==> config.mk <==
export PLATFORM = sky130hd
export DESIGN_NAME = utf8_text_validator_core_flat
export DESIGN_NICKNAME = d
export VERILOG_FILES = /design/src/rtl/core/utf8v_pkg.sv /design/src/rtl/core/utf8v_in_if.sv /design/src/rtl/core/utf8v_out_if.sv /design/src/rtl/core/utf8v_decode.sv /design/src/rtl/core/utf8_text_validator_core.sv /design/src/flat_wrapper.sv
export SDC_FILE = /design/constraint.sdc
export NUM_CORES = 1
export LEC_CHECK = 0
export BUFFER_PORTS_ARGS = -buffer_cell sky130_fd_sc_hd__buf_2
export CAP_MARGIN = 20
export CORE_MARGIN = 1.5
export CORE_UTILIZATION = 40
export DETAILED_ROUTE_END_ITERATION = 16
export MAX_ROUTING_LAYER = met4
export PLACE_DENSITY = 0.57
export SYNTH_ARGS = -nofsm -noshare
export SYNTH_HDL_FRONTEND = slang
export SYNTH_SLANG_ARGS = --single-unit
==> constraint.sdc <==
create_clock -name clk_i -period 5.15 [get_ports clk_i]
set_input_delay 0.7725 -clock clk_i [delete_from_list [all_inputs] [get_ports clk_i]]
set_output_delay 0.7725 -clock clk_i [all_outputs]
set_load 0.01 [all_outputs]
==> src/rtl/core/utf8v_pkg.sv <==
// Package for the UTF-8 text validator: widths, reset values, register
// indexes and the structs passed between the core and its decode stage.
// No dependencies.
`timescale 1ns / 1ps
`default_nettype none

package utf8v_pkg;

  localparam int unsigned LenW = 14;
  localparam int unsigned CodeW = 21;

  localparam logic [LenW-1:0] CountCap = 14'd8193;
  localparam logic [LenW-1:0] MinLenRst = 14'd0;
  localparam logic [LenW-1:0] MaxLenRst = 14'd128;

  typedef enum logic [0:0] {
    CfgMinLen = 1'b0,
    CfgMaxLen = 1'b1
  } cfg_idx_e;

  typedef struct packed {
    logic [7:0] data_byte;
    logic       byte_present;
    logic       last;
  } utf8v_word_t;

  typedef struct packed {
    logic            failed;
    logic [1:0]      pend;
    logic [1:0]      seq_len;
    logic [CodeW-1:0] acc;
    logic [LenW-1:0] count;
  } utf8v_state_t;

  typedef struct packed {
    logic            text_ok;
    logic [LenW-1:0] byte_count;
  } utf8v_result_t;

endpackage

`default_nettype wire

==> src/rtl/core/utf8v_in_if.sv <==
// Input channel of the UTF-8 text validator: one word per string byte.
// Depends on nothing.
`timescale 1ns / 1ps
`default_nettype none

interface utf8v_in_if;
  logic       valid;
  logic       ready;
  logic [7:0] data_byte;
  logic       byte_present;
  logic       last;

  modport source (output valid, output data_byte, output byte_present, output last,
                  input ready);
  modport sink (input valid, input data_byte, input byte_present, input last,
                output ready);
endinterface

`default_nettype wire

==> src/rtl/core/utf8v_out_if.sv <==
// Result channel of the UTF-8 text validator: one word per string verdict.
// Depends on nothing.
`timescale 1ns / 1ps
`default_nettype none

interface utf8v_out_if;
  logic        valid;
  logic        ready;
  logic        text_ok;
  logic [13:0] byte_count;

  modport source (output valid, output text_ok, output byte_count, input ready);
  modport sink (input valid, input text_ok, input byte_count, output ready);
endinterface

`default_nettype wire

==> src/rtl/core/utf8v_decode.sv <==
// Single-byte decode step: next string state and the verdict for a word.
// Depends on utf8v_pkg.
`timescale 1ns / 1ps
`default_nettype none

module utf8v_decode (
  input  utf8v_pkg::utf8v_state_t  state_i,
  input  utf8v_pkg::utf8v_word_t   word_i,
  input  logic [13:0]              min_len_i,
  input  logic [13:0]              max_len_i,
  output utf8v_pkg::utf8v_state_t  state_o,
  output utf8v_pkg::utf8v_result_t result_o
);
  import utf8v_pkg::*;

  utf8v_state_t     st;
  logic [CodeW-1:0] acc_new;
  logic [1:0]       pend_new;
  logic             reject;
  logic [7:0]       b;

  assign b = word_i.data_byte;
  assign acc_new = {state_i.acc[CodeW-7:0], b[5:0]};
  assign pend_new = state_i.pend - 2'd1;

  always_comb begin
    reject = 1'b0;
    case (state_i.seq_len)
      2'd1: reject = (acc_new < 21'h000080);
      2'd2: reject = (acc_new < 21'h000800);
      2'd3: reject = (acc_new < 21'h010000);
      default: reject = 1'b0;
    endcase
    if (acc_new > 21'h10FFFF) reject = 1'b1;
    if (acc_new inside {[21'h00D800:21'h00DFFF], [21'h000080:21'h00009F]}) reject = 1'b1;
  end

  always_comb begin
    st = state_i;
    if (word_i.byte_present) begin
      if (state_i.count < CountCap) st.count = state_i.count + 14'd1;
      if (!state_i.failed) begin
        if (state_i.pend == 2'd0) begin
          if (!b[7]) begin
            if (b inside {[8'h00:8'h1F], 8'h7F}) st.failed = 1'b1;
          end else if (b[7:5] == 3'b110) begin
            st.acc = {16'd0, b[4:0]};
            st.pend = 2'd1;
            st.seq_len = 2'd1;
          end else if (b[7:4] == 4'b1110) begin
            st.acc = {17'd0, b[3:0]};
            st.pend = 2'd2;
            st.seq_len = 2'd2;
          end else if (b[7:3] == 5'b11110) begin
            st.acc = {18'd0, b[2:0]};
            st.pend = 2'd3;
            st.seq_len = 2'd3;
          end else begin
            st.failed = 1'b1;
          end
        end else if (b[7:6] != 2'b10) begin
          st.failed = 1'b1;
          st.pend = 2'd0;
        end else begin
          st.acc = acc_new;
          st.pend = pend_new;
          if (pend_new == 2'd0) begin
            st.failed = reject;
            st.seq_len = 2'd0;
            st.acc = '0;
          end
        end
      end
    end

    result_o.text_ok = !st.failed && (st.pend == 2'd0) &&
                       (st.count >= min_len_i) && (st.count <= max_len_i);
    result_o.byte_count = st.count;

    state_o = st;
    if (word_i.last) state_o = '0;
  end

endmodule

`default_nettype wire

==> src/rtl/core/utf8_text_validator_core.sv <==
// UTF-8 text validator top level: input register, string state, result register.
// Depends on utf8v_pkg, utf8v_in_if, utf8v_out_if and utf8v_decode.
//
// Usage: each word on in_if carries one byte of a string (byte_present = 1)
// or none (byte_present = 0); last = 1 closes the string and yields exactly
// one word on out_if: text_ok and the saturated byte_count (max 8193).
// A word with no byte and last = 0 has no effect. An empty string is a
// single word with byte_present = 0 and last = 1.
// Path: a closing word is taken into the input register, then decoded with
// the string state, and its verdict is written to the result register.
// Throughput: one word per cycle while no result is held back on out_if; the
// limit is the one-byte decode step that updates the string state register.
// Stall: while out_if.ready is low with a result held, one more word is
// held in the input register and in_if.ready then drops.
// Reset: asynchronous, active low; clears the string state, empties both
// registers and sets min_length to 0 and max_length to 128.
// cfg_we_i writes cfg_wdata_i to register cfg_idx_i (min, then max).
`timescale 1ns / 1ps
`default_nettype none

module utf8_text_validator_core (
  input  logic                clk_i,
  input  logic                rst_ni,
  input  logic                cfg_we_i,
  input  utf8v_pkg::cfg_idx_e cfg_idx_i,
  input  logic [13:0]         cfg_wdata_i,
  utf8v_in_if.sink            in_if,
  utf8v_out_if.source         out_if
);
  import utf8v_pkg::*;

  logic [LenW-1:0] min_len_q, max_len_q;
  logic            in_vld_q;
  utf8v_word_t     in_q;
  utf8v_state_t    state_q, state_d;
  logic            out_vld_q, out_vld_d;
  utf8v_result_t   out_q, res;
  logic            advance;
  logic            in_take;

  assign advance = in_vld_q && (!out_vld_q || out_if.ready);
  assign in_if.ready = !in_vld_q || advance;
  assign in_take = in_if.valid && in_if.ready;

  utf8v_decode u_decode (
    .state_i   (state_q),
    .word_i    (in_q),
    .min_len_i (min_len_q),
    .max_len_i (max_len_q),
    .state_o   (state_d),
    .result_o  (res)
  );

  always_comb begin
    out_vld_d = out_vld_q;
    if (out_if.ready) out_vld_d = 1'b0;
    if (advance && in_q.last) out_vld_d = 1'b1;
  end

  always_ff @(posedge clk_i or negedge rst_ni) begin
    if (!rst_ni) begin
      min_len_q <= MinLenRst;
      max_len_q <= MaxLenRst;
      in_vld_q  <= 1'b0;
      out_vld_q <= 1'b0;
      state_q   <= '0;
    end else begin
      if (cfg_we_i) begin
        case (cfg_idx_i)
          CfgMinLen: min_len_q <= cfg_wdata_i;
          CfgMaxLen: max_len_q <= cfg_wdata_i;
          default: ;
        endcase
      end
      if (in_take) in_vld_q <= 1'b1;
      else if (advance) in_vld_q <= 1'b0;
      if (advance) state_q <= state_d;
      out_vld_q <= out_vld_d;
    end
  end

  always_ff @(posedge clk_i) begin
    if (in_take) begin
      in_q.data_byte    <= in_if.data_byte;
      in_q.byte_present <= in_if.byte_present;
      in_q.last         <= in_if.last;
    end
    if (advance && in_q.last) out_q <= res;
  end

  assign out_if.valid      = out_vld_q;
  assign out_if.text_ok    = out_q.text_ok;
  assign out_if.byte_count = out_q.byte_count;

  a_count_cap: assert property (@(posedge clk_i) disable iff (!rst_ni)
    state_q.count <= CountCap)
    else $error("byte count beyond cap");

  a_idle_clean: assert property (@(posedge clk_i) disable iff (!rst_ni)
    (!state_q.failed && state_q.pend == 2'd0) |-> (state_q.seq_len == 2'd0 &&
    state_q.acc == '0))
    else $error("sequence state left over outside a sequence");

  a_pend_le_len: assert property (@(posedge clk_i) disable iff (!rst_ni)
    (!state_q.failed && state_q.pend != 2'd0) |-> (state_q.seq_len >= state_q.pend))
    else $error("more continuations pending than sequence length");

  a_clear_after_last: assert property (@(posedge clk_i) disable iff (!rst_ni)
    (advance && in_q.last) |=> (state_q == '0 && out_vld_q))
    else $error("string state not cleared after verdict");

endmodule

`default_nettype wire
==> src/flat_wrapper.sv <==
// flat-port wrapper written by rule: the top's interface ports become plain ports
module utf8_text_validator_core_flat import utf8v_pkg::*;
  (clk_i, rst_ni, cfg_we_i, cfg_idx_i, cfg_wdata_i, in_if_valid, in_if_data_byte, in_if_byte_present, in_if_last, in_if_ready, out_if_valid, out_if_text_ok, out_if_byte_count, out_if_ready);
  utf8v_in_if in_if_i ();
  utf8v_out_if out_if_i ();
  input  logic clk_i;
  input  logic rst_ni;
  input  logic cfg_we_i;
  input  utf8v_pkg::cfg_idx_e cfg_idx_i;
  input  logic [13:0] cfg_wdata_i;
  input wire logic [$bits(in_if_i.valid)-1:0] in_if_valid;
  input wire logic [$bits(in_if_i.data_byte)-1:0] in_if_data_byte;
  input wire logic [$bits(in_if_i.byte_present)-1:0] in_if_byte_present;
  input wire logic [$bits(in_if_i.last)-1:0] in_if_last;
  output wire logic [$bits(in_if_i.ready)-1:0] in_if_ready;
  output wire logic [$bits(out_if_i.valid)-1:0] out_if_valid;
  output wire logic [$bits(out_if_i.text_ok)-1:0] out_if_text_ok;
  output wire logic [$bits(out_if_i.byte_count)-1:0] out_if_byte_count;
  input wire logic [$bits(out_if_i.ready)-1:0] out_if_ready;
  assign in_if_i.valid = in_if_valid;
  assign in_if_i.data_byte = in_if_data_byte;
  assign in_if_i.byte_present = in_if_byte_present;
  assign in_if_i.last = in_if_last;
  assign in_if_ready = in_if_i.ready;
  assign out_if_valid = out_if_i.valid;
  assign out_if_text_ok = out_if_i.text_ok;
  assign out_if_byte_count = out_if_i.byte_count;
  assign out_if_i.ready = out_if_ready;
  utf8_text_validator_core u_core (.clk_i(clk_i), .rst_ni(rst_ni), .cfg_we_i(cfg_we_i), .cfg_idx_i(cfg_idx_i), .cfg_wdata_i(cfg_wdata_i), .in_if(in_if_i), .out_if(out_if_i));
endmodule
==> summary.md <==
| Metric | Value |
|---|---|
| Ys async rst share | `0.719` |
| Die extent in x | `112 um` |
| Unique masters post-synth | `54` |
| Routed WL per cell | `16.9 um` |
| Clock Path Buffers | `2` |
| Number of global-route vias before repair | `3,495` |
| Area Growth Syn to Fin | `12.7%` |
| Flops & latches, synth | `89` |
| RSZ-0062 raised after global routing | `false` |
| Gp weighted congestion | `0.932` |
| Power, Total | `0.00189 W` |
| CTS buffer count | `9` |
| Layout Utilization | `0.468` |
| HP Start | `u_core.max_len_q[10]` |
| Beginning of the worst register-to-register path | `u_core.state_q[0]` |
| Power per cell area | `350 nW/um^2` |
| Layout cell share with drive strength beyond 1 | `0.166` |
| Post-CTS sizing | `0` |
| Reg2reg path depth | `13` |
| Max-Cap Viols | `0` |
| Pre-CTS setup slack | `0.935 ns` |
| Tot GR Track Use | `0.195` |
| Critical path peak fanout | `12` |
| Largest net degree at the start of global routing | `65` |
| Worst-Skew Late Latency | `0.35 ns` |
| Fin worst setup slack | `0.947 ns` |
| CP Launch Type | `register` |
| Leak | `2.45 nW` |
| Filler cells | `1,085` |
| Remaining DRCs | `0` |
| IO Pins | `47` |
| Initial antenna violation count | `0` |
| Nets | `574` |
| Most frequent cells in the layout | `dfrtp_1 (63), o21ai_0 (51), nand2_1 (47)` |
| Setup violations, final | `0` |
| H-tree depth | `3` |
| CP arrival | `4.37 ns` |
| Net Count, Synth | `533` |
| Grt ovf | `0` |
| Slowest stage delay, CP | `0.48 ns` |
| Main synth FF type | `dfrtp_1` |
| # Post-CTS Setup Buffers | `0` |
| VDD IR max | `0.000247 V` |
| Clk root buf | `clkbuf_16` |
| Diodes inserted | `0` |
| Final min period | `4.20 ns` |
| Final worst-path cycle share | `0.816` |
| Row count | `39` |
| Status | `complete, no violations` |
| Worst Setup End Kind | `register` |
| Synthesized area per cell | `10.2 um^2` |
| Cts hold-fix bufs | `0` |
| Final Hold Fails | `0` |
| Hold crit path type | `reg2reg` |
| WHS Path Cells | `1` |
| CTS tree | `built` |
| Slew Viols, Final | `0` |
| Area post-placement | `5130 um^2` |
| Crit path kind | `reg2reg` |
| Critical Path RT | `5.32 ns` |
| Core box area | `11,500 um^2` |
| Setup tns final | `0 ns` |
| Final WL | `11,100 um` |
| Final HPWL DP | `8380 um` |
| Antenna viol nets, final | `0` |
| Ys Warns | `0` |
| I/O Buffers | `46` |
| DR iter-0 viols | `210` |
| Critical Path, Cell by Cell | `inv_1 > ha_1 > or4b_4 > o31ai_1 > nand3_1 > or2_1 > xnor2_1 > ha_1 > nand4_1 > nor4_1 > a211oi_1 > a221o_1 > nor4_1` |
| Vias/cell | `5.44` |
| Slew HR | `0.444` |
| Router iterations before antenna repair | `6` |
| Clock transition at path regs | `0.06 ns` |
| Clk sink count | `89` |
| Die height | `112 um` |
| CP max-delay cell | `o31ai_1` |
| Starting Density | `0.415` |
| Synth Instances | `471` |
| R2r endpoint | `u_core.out_if.text_ok` |
| Measured slew at the worst slew-check pin | `0.834 ns` |
| Total number of vias | `3,593` |
| First-pass GRT wire length | `18,400 um` |
| Fmax | `238 MHz` |
| Sequential cell area fraction in the yosys report | `0.492` |
| Die area | `12,600 um^2` |
| Synth Cell Area | `4780 um^2` |
| Most common cell after layout, fill and taps aside | `dfrtp_1` |
| Final Cell Area | `5390 um^2` |
| Reg2reg setup slack | `0.95 ns` |
| Hold worst-path end | `u_core.max_len_q[10]` |
| Post-synth EDFFs | `25` |
| Final Skew | `0.00929 ns` |
| CP Launch Point | `u_core.state_q[0]` |
[synth_stat cells (3+ instances only)]
cell	number	area, um^2
or4_1	8	60.1
nand4_1	7	43.8
nand3_1	15	75.1
a31oi_1	5	31.3
clkbuf_1	16	60.1
a21oi_1	12	60.1
nor4_1	7	43.8
mux2_2	18	203
o22ai_1	4	25.0
nand2b_1	10	62.6
a22o_1	5	43.8
and3_1	3	18.8
nand2_1	47	176
nor2_1	15	56.3
o211ai_1	3	22.5
inv_1	45	169
or3_1	5	31.3
a211o_1	3	26.3
dfrtp_1	63	1580
edfxtp_1	25	751
o31ai_1	4	30.0
nor3_1	5	25.0
a21o_1	5	37.5
o21a_1	3	22.5
nor2b_1	5	31.3
xnor2_1	9	78.8
a211oi_1	3	22.5
ha_1	32	400
xor2_1	4	35.0
o21ai_0	51	255
a31o_2	3	26.3
[registers in the layout, summed over array words and instances, names as in the netlist]
signal and flops:
u_core.out_if.byte_count 14, u_core.in_vld_q 1, u_core.out_if.text_ok 1, u_core.in_q 10, u_core.out_if.valid 1, u_core.min_len_q 14
u_core.max_len_q 14, u_core.state_q 34
[final cells by class]
cell class | instances | area, um^2 | area share
timing repair buffer | 51 | 268 | 0.0497
inverter | 46 | 173 | 0.0320
sequential | 89 | 2350 | 0.437
tap | 143 | 179 | 0.0332
clock inverter | 4 | 20.0 | 0.00371
multi-input combinational | 315 | 2160 | 0.401
clock buffer | 12 | 236 | 0.0439
[metrics by stage]
step                      hold WS [ns]  std cells
after floorplan                  0.468        471
after global placement           0.490        644
after detailed placement         0.496        644
after CTS                        0.509        660
after global routing             0.525        660
final                            0.508        660
[how the worst max path moves through the flow]
stage                            end  slack, ns  cells past startpoint
6_report       u_core.out_if.text_ok       0.95                     13
5_1_grt        u_core.out_if.text_ok       0.54                     13
4_1_cts        u_core.out_if.text_ok       0.94                     13
3_5_place_dp   u_core.out_if.text_ok       0.93                     13
3_3_place_gp   u_core.out_if.text_ok       1.14                     13
2_1_floorplan  u_core.out_if.text_ok       1.36                     14
[report_power, final]
| group | total [W] | internal [W] | switching, W |
|---|---|---|---|
| combinational | 0.000433 | 0.000178 | 0.000256 |
| clock | 0.000586 | 0.000323 | 0.000262 |
| sequential | 0.000866 | 0.000808 | 0.0000579 |
[metal layers]
metal	vias up	global-route usage	share of wire
met1	1729	0.265	0.48
met2	73	0.292	0.46
met5	-	-	0
li1	1779	-	-
met4	0	0.0785	0.019
met3	12	0.0329	0.043
[cell families after synthesis]
family / Yosys count / share of synthesized area
flip-flops: 89 / 0.492
multiplexers: 19 / 0.0445
AO/OA/AOI/OAI: 117 / 0.156
AND/OR/NAND/NOR: 134 / 0.144
adder cells (fa/ha/maj): 32 / 0.0837
XOR/XNOR: 13 / 0.0238
buffers and inverters: 67 / 0.0560
[critical path: cells and delay by family, from the launching register on]
kind,cells,cell delay (ns)
compound gates,3,0.92
xor+xnor,1,0.33
fa+ha+maj,2,0.33
buf+inv,1,0.09
flops,1,0.42
simple gates,6,1.93
Note: power is estimated with default switching activity, not from simulation.
